[config.mk]
export PLATFORM = sky130hd
export DESIGN_NAME = lflt_scan
export DESIGN_NICKNAME = d
export VERILOG_FILES = /design/src/hw/rtl/login_failure_lockout_table_defines.svh /design/src/hw/rtl/lflt_pkg.sv /design/src/hw/rtl/lflt_scan.sv
export SDC_FILE = /design/constraint.sdc
export NUM_CORES = 1
export LEC_CHECK = 0
export ABC_AREA = 1
export BUFFER_PORTS_ARGS = -buffer_cell sky130_fd_sc_hd__buf_2
export CAP_MARGIN = 20
export CELL_PAD_IN_SITES_DETAIL_PLACEMENT = 0
export CELL_PAD_IN_SITES_GLOBAL_PLACEMENT = 1
export CORE_ASPECT_RATIO = 0.75
export CORE_MARGIN = 5
export CORE_UTILIZATION = 30
export DETAILED_ROUTE_END_ITERATION = 10
export GPL_ROUTABILITY_DRIVEN = 0
export PLACE_DENSITY_LB_ADDON = 0.1
export SLEW_MARGIN = 20
export SYNTH_ARGS = -nofsm -noshare
export SYNTH_HDL_FRONTEND = slang
export SYNTH_SLANG_ARGS = --single-unit
export TNS_END_PERCENT = 1
[constraint.sdc]
create_clock -name i_clk -period 8.95 [get_ports i_clk]
set_input_delay 0.895 -clock i_clk [delete_from_list [all_inputs] [get_ports i_clk]]
set_output_delay 0.895 -clock i_clk [all_outputs]
set_load 0.01 [all_outputs]
[src/hw/rtl/login_failure_lockout_table_defines.svh]
// ----------------------------------------------------------------------------
// Login failure lockout table - assertion macros
// Shared property wrappers for the lockout table RTL.
// ----------------------------------------------------------------------------
`ifndef LOGIN_FAILURE_LOCKOUT_TABLE_DEFINES_SVH
`define LOGIN_FAILURE_LOCKOUT_TABLE_DEFINES_SVH

// Same-cycle implication, disabled during reset
`define LFLT_ASSERT_SAME(lbl, clk, rst_n, ante, cons, msg) \
    lbl: assert property (@(posedge clk) disable iff (!rst_n) (ante) |-> (cons)) \
        else $error(msg);

// Next-cycle implication, disabled during reset
`define LFLT_ASSERT_NEXT(lbl, clk, rst_n, ante, cons, msg) \
    lbl: assert property (@(posedge clk) disable iff (!rst_n) (ante) |=> (cons)) \
        else $error(msg);

`endif

[src/hw/rtl/lflt_pkg.sv]
// ----------------------------------------------------------------------------
// Lockout table package
// Types, request codes and register constants shared by the lockout table.
// ----------------------------------------------------------------------------
package lflt_pkg;

    // default table depth
    localparam int LFLT_ENTRIES = 32;

    // request modes
    localparam logic [1:0] MODE_QUERY   = 2'd0;
    localparam logic [1:0] MODE_FAIL    = 2'd1;
    localparam logic [1:0] MODE_SUCCESS = 2'd2;

    // register select (paddr bit 2)
    localparam logic REG_FAIL_LIMIT   = 1'b0;
    localparam logic REG_LOCK_SECONDS = 1'b1;

    // register reset values
    localparam logic [7:0]  FAIL_LIMIT_RST   = 8'd5;
    localparam logic [15:0] LOCK_SECONDS_RST = 16'd30;

    localparam logic [7:0]  COUNT_MAX = 8'hFF;
    localparam logic [31:0] TIME_MAX  = 32'hFFFF_FFFF;
    localparam logic [15:0] LEFT_MAX  = 16'hFFFF;

    // input request
    typedef struct packed {
        logic [1:0]  mode;
        logic [63:0] key_high;
        logic [63:0] key_low;
        logic [31:0] now_seconds;
    } t_req;

    // result
    typedef struct packed {
        logic        locked;
        logic [15:0] remain_secs;
    } t_rsp;

    // one table entry as stored in memory
    typedef struct packed {
        logic [63:0] key_high;
        logic [63:0] key_low;
        logic [7:0]  fail_count;
        logic [31:0] lock_until;
    } t_entry;

    // scan outcome flags
    typedef struct packed {
        logic hit;
        logic free_found;
        logic old_found;
    } t_scan_flags;

endpackage

[src/hw/rtl/lflt_scan.sv]
// ----------------------------------------------------------------------------
// Lockout table scanner
// Walks every entry once per request: finds the matching key, the first
// free slot and the used entry with the smallest lock time.
// ----------------------------------------------------------------------------
module lflt_scan
    import lflt_pkg::*;
#(
    parameter int ENTRIES = LFLT_ENTRIES
) (
    input  logic                       i_clk,
    input  logic                       i_rst_n,
    input  logic                       i_start,
    input  logic [63:0]                i_key_high,
    input  logic [63:0]                i_key_low,
    input  logic [ENTRIES-1:0]         i_used,
    input  t_entry                     i_rd_data,
    output logic                       o_rd_en,
    output logic [$clog2(ENTRIES)-1:0] o_rd_addr,
    output logic                       o_done,
    output t_scan_flags                o_flags,
    output logic [$clog2(ENTRIES)-1:0] o_hit_idx,
    output logic [$clog2(ENTRIES)-1:0] o_free_idx,
    output logic [$clog2(ENTRIES)-1:0] o_old_idx,
    output t_entry                     o_hit_entry
);

    localparam int IDX_W = $clog2(ENTRIES);
    localparam logic [IDX_W-1:0] LAST_IDX = IDX_W'(ENTRIES - 1);

    logic             r_issue;
    logic             r_chk;
    logic             r_done;
    logic [IDX_W-1:0] r_addr;
    logic [IDX_W-1:0] r_chk_idx;
    logic             r_chk_used;
    logic             r_chk_last;
    t_scan_flags      r_flags;
    logic [IDX_W-1:0] r_hit_idx;
    logic [IDX_W-1:0] r_free_idx;
    logic [IDX_W-1:0] r_old_idx;
    logic [31:0]      r_old_lock;
    t_entry           r_hit_entry;
    logic             key_eq;

    assign key_eq = (i_rd_data.key_high == i_key_high) && (i_rd_data.key_low == i_key_low);

    // scan control
    always_ff @(posedge i_clk) begin
        if (!i_rst_n) begin
            r_issue <= 1'b0;
            r_chk   <= 1'b0;
            r_done  <= 1'b0;
        end else begin
            r_chk  <= r_issue;
            r_done <= r_chk && r_chk_last;
            if (i_start) begin
                r_issue <= 1'b1;
            end else if (r_issue && r_addr == LAST_IDX) begin
                r_issue <= 1'b0;
            end
        end
    end

    // address walk and compare pipeline
    always_ff @(posedge i_clk) begin
        r_chk_idx  <= r_addr;
        r_chk_last <= (r_addr == LAST_IDX);
        r_chk_used <= i_used[r_addr];
        if (i_start) begin
            r_addr  <= '0;
            r_flags <= '0;
        end else begin
            if (r_issue) begin
                r_addr <= r_addr + IDX_W'(1);
            end
            if (r_chk) begin
                if (r_chk_used) begin
                    // matching key
                    if (key_eq && !r_flags.hit) begin
                        r_flags.hit <= 1'b1;
                        r_hit_idx   <= r_chk_idx;
                        r_hit_entry <= i_rd_data;
                    end
                    // smallest lock time, lowest index on ties
                    if (!r_flags.old_found || i_rd_data.lock_until < r_old_lock) begin
                        r_flags.old_found <= 1'b1;
                        r_old_idx         <= r_chk_idx;
                        r_old_lock        <= i_rd_data.lock_until;
                    end
                end else if (!r_flags.free_found) begin
                    r_flags.free_found <= 1'b1;
                    r_free_idx         <= r_chk_idx;
                end
            end
        end
    end

    assign o_rd_en     = r_issue;
    assign o_rd_addr   = r_addr;
    assign o_done      = r_done;
    assign o_flags     = r_flags;
    assign o_hit_idx   = r_hit_idx;
    assign o_free_idx  = r_free_idx;
    assign o_old_idx   = r_old_idx;
    assign o_hit_entry = r_hit_entry;

endmodule
Word-level counts from Yosys, hierarchy flattened. Cells that the tools add are included.

$lt $le $gt $ge: 2. Multiplexer cells: 4. Reduce and logical (&&, ||, !) cells: 14. Equal/unequal tests: 3. Bitwise gates (word level): 3. Add/subtract/negate cells: 1.

Operator list (number): 64-bit equality test (2); 32-bit less-than comparator (1); 4-bit AND reduction (3); 5-bit by 6-bit less-than comparator with 1-bit output (second input constant) (1); 3-bit AND reduction (2); 5-bit by 1-bit adder with 5-bit output (second input constant) (1); 1-bit binary-select mux with 5-bit select (1); 5-bit equality test (second input constant) (1); 1-bit logical AND (4); 1-bit two-way mux (3); 1-bit NOT (3); 1-bit zero test (2); 2-bit AND reduction (1); 2-bit nonzero test (1); 1-bit logical OR (1).

Input bits: 331. Output and inout bits: 193. Bits in registers: 233.

Logic depth before layout (Yosys ltp). Gate-level depths: netlist of run 1.

Depth in word-level cells: 4. Depth in mapped cells: 13. Depth with buffers taken out: 13.

Worst setup path before layout of run 1. Ideal clock, no wire load.

Kind: input -> register. Start point: input port i_rd_data[83] (netlist name). End point: register r_hit_entry (netlist bit o_hit_entry[0]), enable pin. Data arrival time: 8.660 ns. Cell stages on the path: 10. Library setup time: 0.708 ns. Buffers on the path: 0. Setup slack: -0.418 ns. Cells stage by stage: inv_1 nand2_1 o21ai_0 nor2_1 nand2_1 nor2_1 nand2_1 nor2_1 nand3_1 nor2_1.

Longest elaborated chain between the ends: 4.

RTL lines: start: declaration (line lflt_scan.sv:17) `input t_entry i_rd_data,`; 64-bit equality test (line lflt_scan.sv:46) `assign key_eq = (i_rd_data.key_high == i_key_high) && (i_rd_data.key_low == i_key_low);`; 1-bit logical AND (line lflt_scan.sv:46); 1-bit logical AND (line lflt_scan.sv:80) `if (key_eq && !r_flags.hit) begin`; 4-bit AND reduction (no source line); end signal: assignment (line lflt_scan.sv:83) `r_hit_entry <= i_rd_data;`; end: declaration (line lflt_scan.sv:43) `t_entry r_hit_entry;`.

Every way passes these cells. A chain may end at the register's enable or synchronous reset.

Final worst setup path of run 1.
Start point: input port i_key_low[12]. End point: register r_hit_entry (netlist bit o_hit_entry[69]), enable pin.

Longest elaborated chain between the ends: 4.

RTL lines: start: declaration (line lflt_scan.sv:15) `input logic [63:0] i_key_low,`; 64-bit equality test (line lflt_scan.sv:46); 1-bit logical AND (line lflt_scan.sv:46); 1-bit logical AND (line lflt_scan.sv:80); 4-bit AND reduction (no source line).

Every way passes these cells.

==> impl_metrics.sql, run 1 <==
INSERT INTO impl_metrics (metric_group, metric, value, unit) VALUES
('finish', 'flip_flop_and_latch_area', '6817', 'um2'),
('critical_path', 'required', '9.11', 'ns'),
('critical_path', 'setup.worst_path.start_class', 'input port', ''),
('finish', 'multiInputGateArea', '2730', 'um2'),
('placement', 'portBuffers', '523', ''),
('pwr', 'vdd.ir_drop.worst', '0.0001173', 'V'),
('clocking', 'hold_buffers_post_cts', '0', ''),
('synthesis', 'yosysWarningCount', '0', ''),
('finish', 'layout-area-overhead-vs-synth', '40.08', '%'),
('synthesis', 'synth_seq_cells', '233', ''),
('finish', 'fillCellCount', '3440', ''),
('routing', 'routed_vias_inst', '4.273', ''),
('routing', 'route.antenna.remaining_nets', '0', ''),
('synthesis', 'synth_area_per_cell', '11.03', 'um2'),
('routing', 'drtIter0Drc', '489', ''),
('global_route', 'grt_max_degree', '65', ''),
('critical_path', 'setup.worst_path.class', 'input port to flip-flop', ''),
('sta', 'max_freq', '289.2', 'MHz'),
('pwr', 'p_per_area', '178.0', 'nW/um2'),
('global_route', 'globalRoute.totalOverflow', '0', ''),
('outcome', 'status', 'complete, no violations', ''),
('die', 'start_util', '30.39', '%'),
('clocking', 'post_cts_buffers', '0', ''),
('clocking', 'tritoncts_num_sinks', '233', ''),
('sta', 'final_number_of_max_transition_violations', '0', ''),
('sta', 'worst_pin_slew', '0.8934', 'ns'),
('sta', 'finalHoldViolations', '0', ''),
('die', 'io-pin-count', '524', ''),
('sta', 'final.setup_skew', '0.007035', 'ns'),
('clocking', 'ctsRootBufferMaster', 'clkbuf_16', ''),
('clocking', 'htree_num_levels', '1', ''),
('global_route', 'grt_pass1_wl', '52.97', 'mm'),
('finish', 'post_route_cells_drive_above_1_share', '39.17', '%'),
('die', 'placeableCoreArea', '33530', 'um2'),
('sta', 'period_share', '38.63', '%'),
('global_route', 'antenna_found_initial', '13', ''),
('synthesis', 'seq_area_frac_synth', '66.90', '%'),
('synthesis', 'syn-num-nets', '1288', ''),
('clocking', 'ctsResizeCount', '0', ''),
('clocking', 'cts_tree', 'yes', ''),
('sta', 'unrepaired_setup_endpoints_after_global_routing', 'no', ''),
('synthesis', 'post_synth_num_cell_types', '32', ''),
('finish', 'final_core_util', '42.57', '%'),
('clocking', 'tritoncts.num_buffers', '27', ''),
('critical_path', 'cp_max_fo', '64', ''),
('die', 'chipWidth', '222.8', 'um'),
('die', 'design.die.area', '37780', 'um2'),
('critical_path', 'rrSetupSlack', '5.84', 'ns'),
('sta', 'relSlewSlack', '40.36', '%'),
('sta', 'timing.setup.tns', '0', 'ns'),
('global_route', 'grt_pass1_vias', '8345', ''),
('routing', 'avgRoutedWirePerCell', '19.12', 'um'),
('synthesis', 'synthCells', '924', ''),
('sta', 'setup_violations', '0', ''),
('routing', 'drt_first_pass_iters', '5', ''),
('finish', 'finalNetCount', '1840', ''),
('die', 'placement_rows', '58', ''),
('critical_path', 'critPathArrivalTime', '3.61', 'ns'),
('min_path', 'hold_path_class', 'flip-flop to flip-flop', ''),
('pwr', 'power.leakage', '6.638', 'nW'),
('placement', 'dp_hpwl', '30.81', 'mm'),
('sta', 'fin_crit', '3.458', 'ns'),
('critical_path', 'worstSetupEndpointType', 'flip-flop', ''),
('synthesis', 'syn_area', '10190', 'um2'),
('flow_run', 'drv.max_cap_violation_count', '0', ''),
('clocking', 'insertion_delay', '0.53', 'ns'),
('critical_path', 'r2r.worst_path.cells', '10', ''),
('routing', 'wirelength', '37.35', 'mm'),
('clocking', 'clock_path_buffers', '3', ''),
('die', 'die_height', '169.6', 'um'),
('routing', 'drc_errors', '0', ''),
('global_route', 'globalRouteTotalUtil', '18.68', '%'),
('clocking', 'clk_pin_slew', '0.06', 'ns'),
('routing', 'detailroute.via_count', '8345', ''),
('min_path', 'whs_path_depth', '0', '');
metrics by stage:
stage	total power [mW]	std cells	instance area, um2	setup slack [ns]	hold WS (ns)
floorplan	1.336	924	10190	2.503	0.4024
global placement	1.462	1897	13370	4.918	0.4238
detailed placement	1.463	1897	13370	4.878	0.4271
CTS	2.584	1946	14250	5.447	0.4375
global route	2.661	1952	14270	5.256	0.4585
finish	2.541	1953	14270	5.492	0.4364
sequential cells by signal (all words and copies together) (netlist names), 3 cells and up:
name	cells
o_hit_entry	168
r_old_lock	32
o_free_idx	5
o_hit_idx	5
o_old_idx	5
o_rd_addr	5
r_chk_idx	5
o_flags	3
critical path, cell delays in order:
cell	delay, ns
buf_2	0.10
inv_1	0.04
nand2_1	0.05
nand2_1	0.07
nor2_1	0.29
nand2_1	0.09
nor2_1	0.09
nand2_1	0.05
nor2_1	0.16
nand3_1	0.18
nor2_4	0.12
buf_4	0.62
buf_4	0.81
cell usage after synthesis:
cell,n,area share [%]
ha_1,33,4.1
or2_2,4,0.25
o211ai_2,1,0.12
nand4_1,8,0.49
clkbuf_8,1,0.14
xor2_1,15,1.3
nor3_1,12,0.59
a31o_2,1,0.086
buf_8,1,0.15
dfxtp_1,18,3.5
o211ai_1,3,0.22
nor4_1,1,0.061
nand2_1,211,7.8
o21ai_2,1,0.086
a21oi_1,22,1.1
inv_1,159,5.9
a31oi_1,3,0.18
nand3_1,9,0.44
nor2_1,91,3.4
xnor2_1,20,1.7
buf_6,2,0.22
inv_2,1,0.037
a21o_1,1,0.074
o22ai_1,4,0.25
o21ai_1,1,0.049
a221oi_2,1,0.15
inv_6,1,0.086
o221ai_1,2,0.17
o21ai_0,80,3.9
nor2_4,1,0.11
edfxtp_1,215,63
o2111ai_1,1,0.086
cell usage in the layout, fill, tap and decap left out, drive strengths merged, types with 2 or more instances in the layout:
cell,Yosys,routed
a21oi,22,22
a31oi,3,3
buf,3,527
bufinv,0,3
clkbuf,1,27
clkinv,0,14
clkinvlp,0,5
dfxtp,18,18
diode,0,7
edfxtp,215,215
ha,33,33
inv,161,161
nand2,211,211
nand3,9,9
nand4,8,8
nor2,92,92
nor3,12,12
o211ai,4,4
o21ai,82,82
o221ai,2,2
o22ai,4,4
or2,4,4
xnor2,20,20
xor2,15,15
final timing paths:
| kind | start | to |
|---|---|---|
| max | i_key_low[12] | o_hit_entry[69] |
| min | o_rd_addr[3] | r_chk_idx[3] |
| max reg2reg | r_chk | o_hit_entry[69] |
| min reg2reg | o_rd_addr[3] | r_chk_idx[3] |
kinds of logic (layout without fill, tap and decap cells):
kind of cell	Yosys count	count (layout)	share of synthesized area (%)
compound gates	121	121	6.484
xor+xnor	35	35	3.009
fa+ha+maj	33	33	4.053
buf+inv	165	737	6.484
flops	233	233	66.90
other cells	0	7	0
simple gates	337	337	13.07
final cells by class:
type	count	area share, %
flip-flops and latches	233	47.76
multi-input cells	526	19.13
repair buffers	527	18.55
clock buffers	27	4.734
inverters	161	4.269
well taps	450	3.945
clock inverters	22	1.490
diodes	7	0.1227
per-layer routing:
layer	part of all wire, %	vias to the layer above	GRT usage (%)	wire length (um)
met1	41	3780	22.78	15250
met5	0.24	-	0	88
li1	-	4196	-	-
met4	2.7	12	5.245	993
met3	8.1	56	6.485	3013
met2	48	301	31.78	18000
power breakdown:
| part | leakage [nW] | switching (mW) | internal, mW | total, mW |
|---|---|---|---|---|
| logic | 4.13 | 0.123 | 0.104 | 0.227 |
| registers | 2.09 | 0.0107 | 1.20 | 1.21 |
| clock network | 0.425 | 0.462 | 0.641 | 1.10 |
No activity file was read; power rests on OpenSTA's default activity.
==> run 2: changes to the inputs <==
--- a/config.mk
+++ b/config.mk
@@ -10,10 +10,9 @@
 export CAP_MARGIN = 20
 export CELL_PAD_IN_SITES_DETAIL_PLACEMENT = 0
 export CELL_PAD_IN_SITES_GLOBAL_PLACEMENT = 1
-export CORE_ASPECT_RATIO = 0.75
-export CORE_MARGIN = 5
-export CORE_UTILIZATION = 30
+export CORE_AREA = 5 5 201 203
 export DETAILED_ROUTE_END_ITERATION = 10
+export DIE_AREA = 0 0 206 208
 export GPL_ROUTABILITY_DRIVEN = 0
 export PLACE_DENSITY_LB_ADDON = 0.1
 export SLEW_MARGIN = 20
==> constraint.sdc (replaced) <==
create_clock -name i_clk -period 3.5 [get_ports i_clk]
set_input_delay 0.35 -clock i_clk [delete_from_list [all_inputs] [get_ports i_clk]]
set_output_delay 0.35 -clock i_clk [all_outputs]
set_load 0.01 [all_outputs]
==> impl_metrics.sql, run 2 (synthesis gave the netlist of run 1 again) <==
INSERT INTO impl_metrics (metric_group, metric, value, unit) VALUES
('routing', 'drc_errors', '0', ''),
('sta', 'final_number_of_max_transition_violations', '0', ''),
('sta', 'setup_violations', '0', ''),
('routing', 'routedLengthMet1', '15.00', 'mm'),
('routing', 'drtIter0Drc', '320', ''),
('critical_path', 'max_stage_delay', '0.53', 'ns'),
('finish', 'multiInputGateArea', '2730', 'um2'),
('sta', 'relSlewSlack', '40.03', '%'),
('global_route', 'grt_max_degree', '65', ''),
('critical_path', 'crit_family', 'buffers and inverters', ''),
('die', 'die_height', '208', 'um'),
('critical_path', 'cp_max_fo', '37', ''),
('critical_path', 'r2r.worst_path.cells', '12', ''),
('flow_run', 'drv.max_cap_violation_count', '0', ''),
('critical_path', 'rrSetupSlack', '1.16', 'ns'),
('routing', 'dr_wl_met2', '19.28', 'mm'),
('finish', 'finalNetCount', '1994', ''),
('clocking', 'ctsRootBufferMaster', 'clkbuf_16', ''),
('placement', 'dp_hpwl', '31.63', 'mm'),
('pwr', 'p_per_area', '425.2', 'nW/um2'),
('finish', 'post_route_cells_drive_above_1_share', '35.55', '%'),
('routing', 'route.antenna.remaining_nets', '0', ''),
('critical_path', 'setup.worst_path.class', 'input port to flip-flop', ''),
('finish', 'layout-area-overhead-vs-synth', '56.65', '%'),
('min_path', 'whs_path_depth', '1', ''),
('clocking', 'clock_path_buffers', '3', ''),
('pwr', 'vdd.ir_drop.worst', '0.0002778', 'V'),
('sta', 'final.setup_skew', '0.02279', 'ns'),
('clocking', 'cts_tree', 'yes', ''),
('routing', 'met3_length', '3.626', 'mm'),
('min_path', 'worst_hold_path.endpoint', 'o_hit_entry[113]', ''),
('sta', 'unrepaired_setup_endpoints_after_global_routing', 'no', ''),
('routing', 'routed_vias_inst', '4.107', ''),
('finish', 'layout_common_cells', 'buf_2 (523), edfxtp_1 (215), nand2_1 (211)', ''),
('placement', 'portBuffers', '523', ''),
('global_route', 'grt_pass1_vias', '9397', ''),
('clocking', 'tritoncts.num_buffers', '28', ''),
('finish', 'flip_flop_and_latch_area', '6817', 'um2'),
('critical_path', 'worstSetupEndpointType', 'flip-flop', ''),
('routing', 'drt_first_pass_iters', '4', ''),
('routing', 'wirelength', '38.76', 'mm'),
('global_route', 'globalRoute.totalOverflow', '0', ''),
('global_route', 'grt_pass1_wl', '56.37', 'mm'),
('finish', 'layout.cells.most_common', 'buf_2', ''),
('pwr', 'power.leakage', '7.330', 'nW'),
('placement', 'placement.setup.worst_slack', '0.7198', 'ns'),
('die', 'chipWidth', '206', 'um'),
('critical_path', 'regToRegEndpoint', 'r_old_lock[0]', ''),
('die', 'start_util', '26.61', '%'),
('clocking', 'clk_pin_slew', '0.06', 'ns'),
('die', 'placeableCoreArea', '38290', 'um2'),
('critical_path', 'worst_path_bufs_invs', '3', ''),
('finish', 'flip_flop_count_of_the_largest_register_after_layout', '168', ''),
('sta', 'max_freq', '382.3', 'MHz'),
('sta', 'hold_slack', '0.03161', 'ns'),
('global_route', 'globalRouteTotalUtil', '17.24', '%'),
('min_path', 'hold_path_class', 'input port to flip-flop', ''),
('pwr', 'total_power', '6.786', 'mW'),
('clocking', 'insertion_delay', '0.55', 'ns'),
('critical_path', 'cpMaxStageDelayCell', 'dlygate4sd3_1', ''),
('die', 'placement_rows', '72', ''),
('min_path', 'timing.hold.worst.start', 'i_rd_data[113]', ''),
('finish', 'fillCellCount', '3896', ''),
('critical_path', 'required', '3.68', 'ns'),
('routing', 'avgRoutedWirePerCell', '17.81', 'um'),
('sta', 'period_share', '74.74', '%'),
('finish', 'final_core_util', '41.69', '%'),
('routing', 'detailroute.via_count', '8936', ''),
('critical_path', 'critPathArrivalTime', '2.79', 'ns'),
('die', 'io-pin-count', '524', ''),
('critical_path', 'cp_cell_sequence', 'dlygate4sd3_1 > buf_2 > xor2_1 > nor2_1 > nand2_1 > nor2_1 > nand2_1 > nor2_1 > nand3_1 > nor2_4 > buf_4', ''),
('clocking', 'ctsResizeCount', '0', ''),
('clocking', 'tritoncts_num_sinks', '233', ''),
('sta', 'finalWorstSetupSlack', '0.8842', 'ns'),
('critical_path', 'most_frequent_cell_on_critical_path', 'nor2_1', ''),
('critical_path', 'regToRegStartpoint', 'r_old_lock[5]', ''),
('sta', 'finalHoldViolations', '0', ''),
('outcome', 'status', 'complete, no violations', ''),
('global_route', 'antenna_found_initial', '15', ''),
('clocking', 'htree_num_levels', '1', ''),
('die', 'design.die.area', '42850', 'um2'),
('sta', 'fin_crit', '2.616', 'ns'),
('sta', 'worst_pin_slew', '0.8984', 'ns'),
('routing', 'highest-signal-layer', 'met5', ''),
('critical_path', 'setup.worst_path.start_class', 'input port', '');
## run 2: changes by cell type in the layout (fill, tap and decap cells not counted), moves of 2 or more
| cell | previous run | this run |
|---|---|---|
| dlygate4sd3_1 | 0 | 152 |
| inv_6 | 1 | 3 |
| clkinv_4 | 5 | 0 |
| clkinv_2 | 6 | 10 |
| clkbuf_1 | 0 | 2 |
| buf_12 | 0 | 2 |
| clkinvlp_4 | 5 | 0 |
## run 2: what timing repair did
action | in CTS | in global routing
setup buffers | 0 | 0
endpoints found under the hold margin | 181 | 1
hold buffers | 151 | 1
## run 2: stage by stage
| step | cells | TNS, ns | instance area (um2) |
|---|---|---|---|
| after global placement | 1966 | 0 | 13480 |
| final | 2176 | 0 | 15960 |
| after CTS | 2168 | 0 | 15930 |
| after detailed placement | 1966 | 0 | 13480 |
| after floorplan | 924 | -82.18 | 10200 |
| after global routing | 2175 | 0 | 15960 |
## run 2: cell type report
class / count / share of cell area [%]
clock inverter: 20 / 1.348
multi-input combinational: 526 / 17.11
timing repair buffer: 680 / 26.32
sequential: 233 / 42.71
antenna: 7 / 0.1098
tap: 518 / 4.061
inverter: 161 / 3.818
clock buffer: 31 / 4.523
## run 2: worst max-delay path by stage
stage	slack, ns	start	to	depth (start not counted)
after CTS	0.83	i_rd_data[103]	o_hit_entry[133]	11
after global routing	0.59	i_rd_data[142]	o_hit_entry[122]	13
after detailed placement	0.72	i_rd_data[91]	o_hit_entry[104]	12
after global placement	0.73	i_rd_data[91]	o_hit_entry[65]	12
after floorplan	-0.48	i_rd_data[83]	o_hit_entry[0]	10
final	0.88	i_rd_data[103]	o_hit_entry[122]	11
## run 2: power by group
| group | switching, mW | total (mW) | internal, mW | leakage (nW) |
|---|---|---|---|---|
| Combinational | 0.341 | 0.717 | 0.376 | 4.77 |
| Clock | 1.19 | 2.97 | 1.78 | 0.471 |
| Sequential | 0.0281 | 3.10 | 3.07 | 2.09 |
| Total | 1.56 | 6.79 | 5.23 | 7.33 |
## run 2: layer usage
layer / vias up / GRT usage [%]
met4: 16 / 4.543
li1: 4499 / -
met2: 330 / 30.46
met3: 54 / 6.120
met5: - / 0
met1: 4037 / 19.73
